File: src/rtl/tmp_pkg.sv
// Shared types, codes and fixed-point helpers for the trapezoid motion profile block.
// Used by tmp_cfg, tmp_core and trapezoid_motion_profile; depends on nothing.
`default_nettype none

package tmp_pkg;

    // Field widths
    localparam int DATA_W     = 32;
    localparam int REG_W      = 31;
    localparam int STEP_W     = 27;
    localparam int PHASE_W    = 2;
    localparam int S_TDATA_W  = 32;
    localparam int M_TDATA_W  = 72;

    // Phase codes
    localparam logic [PHASE_W-1:0] PH_ACCEL  = 2'd0;
    localparam logic [PHASE_W-1:0] PH_CRUISE = 2'd1;
    localparam logic [PHASE_W-1:0] PH_DECEL  = 2'd2;
    localparam logic [PHASE_W-1:0] PH_REST   = 2'd3;

    // Register indexes
    localparam logic REG_MAX_ACCEL    = 1'b0;
    localparam logic REG_MAX_VELOCITY = 1'b1;

    // ceil(2^34 / 5): exact quotient by 5 for any operand below 2^32
    localparam logic [31:0] DIV5_MUL   = 32'hCCCC_CCCD;
    localparam int          DIV5_SHIFT = 34;

    // Limits held after the profile step is applied
    typedef struct packed {
        logic [STEP_W-1:0] accel_step;    // max_accel / 40
        logic [REG_W-1:0]  max_velocity;
    } cfg_t;

    // Magnitude of a signed word; the most negative value maps to 2^31
    function automatic logic [DATA_W-1:0] mag32(input logic signed [DATA_W-1:0] v);
        logic [DATA_W-1:0] neg;
        neg = DATA_W'(-v);
        return v[DATA_W-1] ? neg : DATA_W'(v);
    endfunction

    // floor(m / 40): shift out 3 bits, then multiply by the reciprocal of 5
    function automatic logic [STEP_W-1:0] div40_mag(input logic [DATA_W-1:0] m);
        logic [60:0] x;
        logic [60:0] prod;
        x    = {32'd0, m[DATA_W-1:3]};
        prod = x * {29'd0, DIV5_MUL};
        return prod[DIV5_SHIFT +: STEP_W];
    endfunction

    // Clamp a 33-bit signed sum to the signed 32-bit range
    function automatic logic signed [DATA_W-1:0] sat33(input logic signed [DATA_W:0] s);
        logic signed [DATA_W-1:0] r;
        if (s[DATA_W] != s[DATA_W-1]) begin
            r = s[DATA_W] ? {1'b1, {(DATA_W-1){1'b0}}} : {1'b0, {(DATA_W-1){1'b1}}};
        end else begin
            r = s[DATA_W-1:0];
        end
        return r;
    endfunction

endpackage

`default_nettype wire

File: src/rtl/tmp_cfg.sv
// Configuration registers of the motion profile block.
// Depends on tmp_pkg; stores max_accel pre-scaled to a per-tick step.
`default_nettype none

module tmp_cfg import tmp_pkg::*; (
    input  wire logic             aclk,
    input  wire logic             aresetn,
    input  wire logic             cfg_wr_en,
    input  wire logic             cfg_index,
    input  wire logic [REG_W-1:0] cfg_wdata,
    output cfg_t                  cfg_o
);

    cfg_t cfg_reg;
    cfg_t cfg_next;

    // Scale the acceleration to its per-tick step at write time
    always_comb begin
        cfg_next = cfg_reg;
        if (cfg_wr_en) begin
            case (cfg_index)
                REG_MAX_ACCEL:    cfg_next.accel_step   = div40_mag({1'b0, cfg_wdata});
                REG_MAX_VELOCITY: cfg_next.max_velocity = cfg_wdata;
                default:          cfg_next = cfg_reg;
            endcase
        end
    end

    always_ff @(posedge aclk) begin
        if (!aresetn) begin
            cfg_reg <= '0;
        end else begin
            cfg_reg <= cfg_next;
        end
    end

    assign cfg_o = cfg_reg;

endmodule

`default_nettype wire

File: config.mk
export PLATFORM = sky130hd
export DESIGN_NAME = tmp_cfg
export DESIGN_NICKNAME = d
export VERILOG_FILES = /design/src/rtl/tmp_pkg.sv /design/src/rtl/tmp_cfg.sv
export SDC_FILE = /design/constraint.sdc
export NUM_CORES = 1
export LEC_CHECK = 0
export CAP_MARGIN = 20
export CORE_MARGIN = 5
export CORE_UTILIZATION = 40
export DETAILED_ROUTE_END_ITERATION = 8
export DONT_BUFFER_PORTS = 1
export GPL_TIMING_DRIVEN = 0
export SETUP_SLACK_MARGIN = 0.4
export SKIP_LAST_GASP = 1
export SYNTH_ARGS = -nofsm -noshare
export SYNTH_HDL_FRONTEND = slang
export SYNTH_SLANG_ARGS = --single-unit
export TNS_END_PERCENT = 5
File: constraint.sdc
create_clock -name aclk -period 9.7 [get_ports aclk]
set_input_delay 1.94 -clock aclk [delete_from_list [all_inputs] [get_ports aclk]]
set_output_delay 1.94 -clock aclk [all_outputs]
set_load 0.01 [all_outputs]
==> results of run 1 <==
==> Yosys cell counts, drive strengths merged, types with 3 or more instances <==
cell / instances / area, sq um
nand4: 8 / 50.1
clkbuf: 20 / 75.1
fa: 208 / 4160
ha: 241 / 3020
dfxtp: 57 / 1140
o21ai: 22 / 114
nor3: 12 / 60.1
and2: 3 / 18.8
o21a: 4 / 30.0
nand4b: 3 / 26.3
a41oi: 4 / 35.0
a211oi: 11 / 87.6
o211ai: 6 / 45.0
nand2: 123 / 462
or3: 4 / 25.0
nor2: 21 / 78.8
o21bai: 5 / 37.5
a21oi: 90 / 450
a31oi: 5 / 31.3
inv: 379 / 1420
a221o: 3 / 30.0
and3: 3 / 20.0
xor2: 7 / 61.3
nand2b: 3 / 18.8
o31ai: 8 / 65.1
buf: 3 / 15.0
xnor2: 18 / 158
a21o: 28 / 210
nand3: 17 / 85.1
a21boi: 4 / 30.0
nor2b: 6 / 37.5
==> routing by layer <==
layer / vias to the layer above / part of all wire, % / track usage [%] / wire, microns
li1: 4233 / - / - / -
met1: 4368 / 46 / 25.2 / 13600
met2: 186 / 47 / 30.1 / 13900
met3: 29 / 6.3 / 4.32 / 1870
met4: 0 / 1.6 / 3.61 / 463
met5: - / 0 / 0 / 0
==> logic make-up after synthesis <==
logic type	count (synthesis)	synth area share, %
AO/OA/AOI/OAI	197	10.0
adder cells (fa/ha/maj)	449	58.7
buffers and inverters	402	12.4
AND/OR/NAND/NOR	212	7.75
flip-flops	57	9.33
XOR/XNOR	25	1.79
other	1	0.0307
==> final cells by class <==
cell class / instances / area [sq um]
Sequential cell: 57 / 1140
Buffer: 23 / 90.1
Inverter: 379 / 1420
Clock inverter: 3 / 40.0
Fill cell: 3005 / 17300
Tap cell: 396 / 495
Multi-Input combinational cell: 884 / 9570
Clock buffer: 12 / 256
==> final timing paths <==
kind	endpoint	slack [ns]	start
setup / recovery	cfg_o[56]$_SDFFE_PN0P_	0.92	cfg_wdata[14]
hold / removal	cfg_o[36]$_SDFFE_PN0P_	0.50	cfg_o[36]$_SDFFE_PN0P_
setup reg to reg	cfg_o[42]$_SDFFE_PN0P_	8.90	cfg_o[42]$_SDFFE_PN0P_
hold reg to reg	cfg_o[36]$_SDFFE_PN0P_	0.50	cfg_o[36]$_SDFFE_PN0P_
==> worst register-to-register path, stage by stage, from the launching register on <==
cell and delay [ns]:
dfxtp_1 0.40, nor2_1 0.07, a211oi_1 0.23
==> per-stage QoR <==
| step | cell area (sq um) | utilization, % | hold slack [ns] |
|---|---|---|---|
| finish | 13000 | 42.9 | 0.495 |
| global route | 13000 | 42.9 | 0.518 |
| CTS | 13000 | 42.9 | 0.503 |
| detailed placement | 12700 | 41.9 | 0.495 |
| global placement | 12700 | 41.9 | 0.490 |
| floorplan | 12200 | - | 0.476 |
==> metrics.cfg, run 1 <==
[routing]
drt_iter0_drc=334
drc=0
first_pass_iters=4
finalWirelength_microns=29800
routed_via_density=5.03
ant_nets=0
routedWlPerCell_microns=17.0
vias=8816

[timing]
period_needed_ns=8.78
setup-violations-final=0
tightest_slew_ns=0.790
fmax_mhz=114
setup_slack_ns=0.922
maxSlewHeadroom_pct=47.2
report.final.slew_viol_count=0
fin_setup_tns_ns=0
clock_skew_ns=0
fin_crit_sh_pct=90.5
hold_violations=0
rsz0062_at_grt=false

[logic_synthesis]
syn-num-nets=1827
ys_types=50
synth_edf_count=0
postSynthAreaPerCell_sq_um=9.10
synth_seq_cells=57
ys_seq_area_share_pct=9.33
synthCells=1343
ys_async_sr_fraction_pct=0
syn_area_sq_um=12200
ys.flop_type=dfxtp_1
yosysWarnings=0

[placed_design]
numPortBuffers=0
pre_cts_slack_ns=0.678
place_inst=1739
dp_hpwl_microns=26800
globalplace.congestion=0.970

[floorplan]
die_area_sq_um=34200
initial_core_util_pct=40.3
num_rows=64
io_pins=93
die-height_microns=185
core_sq_um=30300
dieWidth_microns=185

[cts]
numCtsBuffers=9
cts_tree=yes
clock_path_buffers=2
postCtsSetupRepairBufs=0
cts-root-buf=clkbuf_16
numClockSinks=57
insertion_delay_ns=0.34
postCtsHoldBufs=0
clkTransAtPathRegs_ns=0.06
cts_resized=0
h-tree-depth=3

[worst_setup_path]
crit_chain=inv_1 > ha_1 > fa_1 > fa_1 > inv_1 > fa_1 > inv_1 > fa_1 > inv_1 > fa_1 > inv_1 > fa_1 > inv_1 > ha_1 > a21oi_1 > nor2_1 > nor3_1 > nand4_1 > a2bb2oi_1 > a211oi_1 > o31a_1 > o21a_1 > or3_1 > a31oi_1
crit_family=adder cells
crit_path_end_kind=flop
cp-start-kind=primary input
arrival_ns=9.04
r2r_cells=2
critPathMaxFanout=5
max_stage_delay_ns=0.68
critical_path_buf_inv_count=6
worst-path-stages=24
cpMaxStageDelayCell=fa_1
path_class=primary input to flop
required_ns=9.96

[global_route]
grt_pass1_vias=9353
track_usage_pct=18.4
grt_antenna_before_repair=0
overflow=0
grt_pass1_wl_microns=49200
grt_max_degree=11

[final_layout]
layout_common_cells=inv_1 (379), ha_1 (241), fa_1 (208), nand2_1 (123), a21oi_1 (90)
layout-drive-gt1-share_pct=1.55
final_net_count=1838
final_common_cell=inv_1
finalNonFillerCells=1754
largest_reg_flops=57
area_delta_synth_final_pct=6.48
num_antenna_cells=0

[hold_path]
holdPathStages=2
hold_class=flop to flop

[outcome]
status=complete, no violations

[flow_run]
cap_violations=0

Power of run 1 is left out: the tool's default activity adds up to more than one toggle a clock period on the data nets, which glitch-free logic cannot reach.
==> run 2: changes to the inputs <==
Settings changed: CELL_PAD_IN_SITES_DETAIL_PLACEMENT set to 1, CELL_PAD_IN_SITES_GLOBAL_PLACEMENT set to 1, PLACE_DENSITY_LB_ADDON set to 0.1, RECOVER_POWER set to 50.
==> run 2 against run 1 <==
Worst setup slack got worse by 0.15 ns. Hold slack improved by 0.0037 ns. Non-clock buffer count did not move. Final cell count barely moved. Critical path type unchanged. Critical endpoint is now cfg_o[50]$_SDFFE_PN0P_. Largest cell class unchanged.
==> metrics.cfg, run 2 (synthesis results as in run 1) <==
[worst_setup_path]
arrival_ns=9.12  ; +0.08 ns
required_ns=9.90  ; -0.06 ns
path_class=primary input to flop
max_stage_delay_ns=0.93  ; +0.25 ns
cp_common_cell=fa_1
critPathMaxFanout=6  ; +1
crit_chain=ha_1 > inv_1 > fa_1 > fa_1 > inv_1 > fa_1 > fa_1 > inv_1 > fa_1 > inv_1 > fa_1 > ha_1 > nand3_1 > nor3_1 > nand2_1 > o32ai_1 > o31ai_2 > o21ai_2 > a221o_1 > a221o_1 > or3_1 > a31oi_1
crit_path_end_kind=flop
cp-start-kind=primary input
cpMaxStageDelayCell=o32ai_1

[cts]
insertion_delay_ns=0.35  ; about the same
cts_tree=yes
postCtsHoldBufs=0  ; unchanged
cts-root-buf=clkbuf_16
clkTransAtPathRegs_ns=0.06  ; about the same
postCtsSetupRepairBufs=0  ; unchanged
numCtsBuffers=9  ; unchanged
clock_path_buffers=2  ; unchanged
h-tree-depth=3  ; unchanged
numClockSinks=57  ; unchanged
cts_resized=0  ; unchanged

[final_layout]
layout_common_cells=inv_1 (379), ha_1 (241), fa_1 (208), nand2_1 (123), a21oi_1 (90)
final_net_count=1838  ; unchanged
area_delta_synth_final_pct=6.59
fill_cells=3566  ; +19%
num_antenna_cells=0  ; unchanged
largest_reg_flops=57  ; unchanged
final_cell_area_sq_um=13000  ; +0.11%
layout-drive-gt1-share_pct=1.69  ; +0.15 points
final_util_pct=42.9  ; +0.045 points
final_common_cell=inv_1

[floorplan]
die-height_microns=185  ; unchanged
core_sq_um=30300  ; unchanged
die_area_sq_um=34200  ; unchanged
initial_core_util_pct=40.3  ; unchanged
dieWidth_microns=185  ; unchanged
io_pins=93  ; unchanged
num_rows=64  ; unchanged

[global_route]
track_usage_pct=20.7  ; +2.3 points
overflow=0  ; unchanged
grt_antenna_before_repair=1  ; +1
grt_max_degree=14  ; +3
grt_pass1_wl_microns=54200  ; +10%
grt_pass1_vias=10000  ; +7.2%

[routing]
finalWirelength_microns=33300  ; +12%
routed_via_density=5.01  ; -0.41%
routedWlPerCell_microns=19.0  ; +12%
drt_iter0_drc=244  ; -27%
ant_nets=0  ; unchanged
drc=0  ; unchanged
first_pass_iters=4  ; unchanged
vias=8785  ; -0.35%

[timing]
tightest_slew_ns=1.06  ; +0.275 ns
fin_setup_tns_ns=0  ; unchanged
fin_crit_sh_pct=92.0  ; +1.5 points
hold_violations=0  ; unchanged
fmax_mhz=112  ; -1.6%
clock_skew_ns=0  ; unchanged
report.final.slew_viol_count=0  ; unchanged
maxSlewHeadroom_pct=28.8  ; -18 points
setup-violations-final=0  ; unchanged
period_needed_ns=8.92  ; +0.145 ns
rsz0062_at_grt=false

[placed_design]
numPortBuffers=0  ; unchanged
dp_hpwl_microns=30500  ; +14%
placed_cell_area_sq_um=12700  ; unchanged
globalplace.congestion=0.836  ; -14%

[flow_run]
cap_violations=0  ; unchanged

[hold_path]
hold_class=flop to flop

[outcome]
status=complete, no violations

run 2: cell count changes in the layout (fill, tap and decap cells not counted), sizes merged:
cell,before,now
clkbuf,32,29
inv,379,383
run 2: cell type report:
| cell class | count | area, sq um | area share [%] |
|---|---|---|---|
| inverters | 379 | 1420 | 10.9 |
| well taps | 396 | 495 | 3.80 |
| plain buffers | 23 | 90.1 | 0.691 |
| clock inverters | 7 | 85.1 | 0.653 |
| clock buffers | 9 | 225 | 1.73 |
| flip-flops and latches | 57 | 1140 | 8.75 |
| multi-input cells | 884 | 9570 | 73.5 |
run 2: metrics by stage:
step | instances | setup WS [ns] | hold WS [ns]
global placement | 1739 | 0.437 | 0.491
CTS | 1755 | 0.713 | 0.504
detailed placement | 1739 | 0.336 | 0.497
floorplan | 1343 | 1.45 | 0.476
global route | 1755 | 0.445 | 0.522
finish | 1755 | 0.776 | 0.499
run 2: final timing paths:
| kind | startpoint | depth (start not counted) | endpoint | slack [ns] |
|---|---|---|---|---|
| worst max register to register | cfg_o[39]$_SDFFE_PN0P_ | 2 | cfg_o[39]$_SDFFE_PN0P_ | 8.94 |
| worst min-delay path | cfg_o[36]$_SDFFE_PN0P_ | 2 | cfg_o[36]$_SDFFE_PN0P_ | 0.50 |
| worst min register to register | cfg_o[36]$_SDFFE_PN0P_ | 2 | cfg_o[36]$_SDFFE_PN0P_ | 0.50 |
| worst max-delay path | cfg_wdata[7] | 22 | cfg_o[50]$_SDFFE_PN0P_ | 0.78 |
run 2: metal layers:
metal  share of wire, %  vias up  track usage, %  wire, microns
li1                   -     4238               -              -
met2                 49      132            36.0          16300
met1                 45     4398            27.4          15100
met3                4.6       17            3.52           1530
met4                1.3        0            3.55            438
met5                  0        -               0              0
run 2: critical path: cells and delay by family:
family | cells | cell delay [ns]
AOI/OAI and AO/OA | 6 | 1.88
adders and majority gates | 8 | 3.94
buffers and inverters | 4 | 0.36
and+or+nand+nor | 4 | 0.99
Power of run 2 is left out for the same reason.
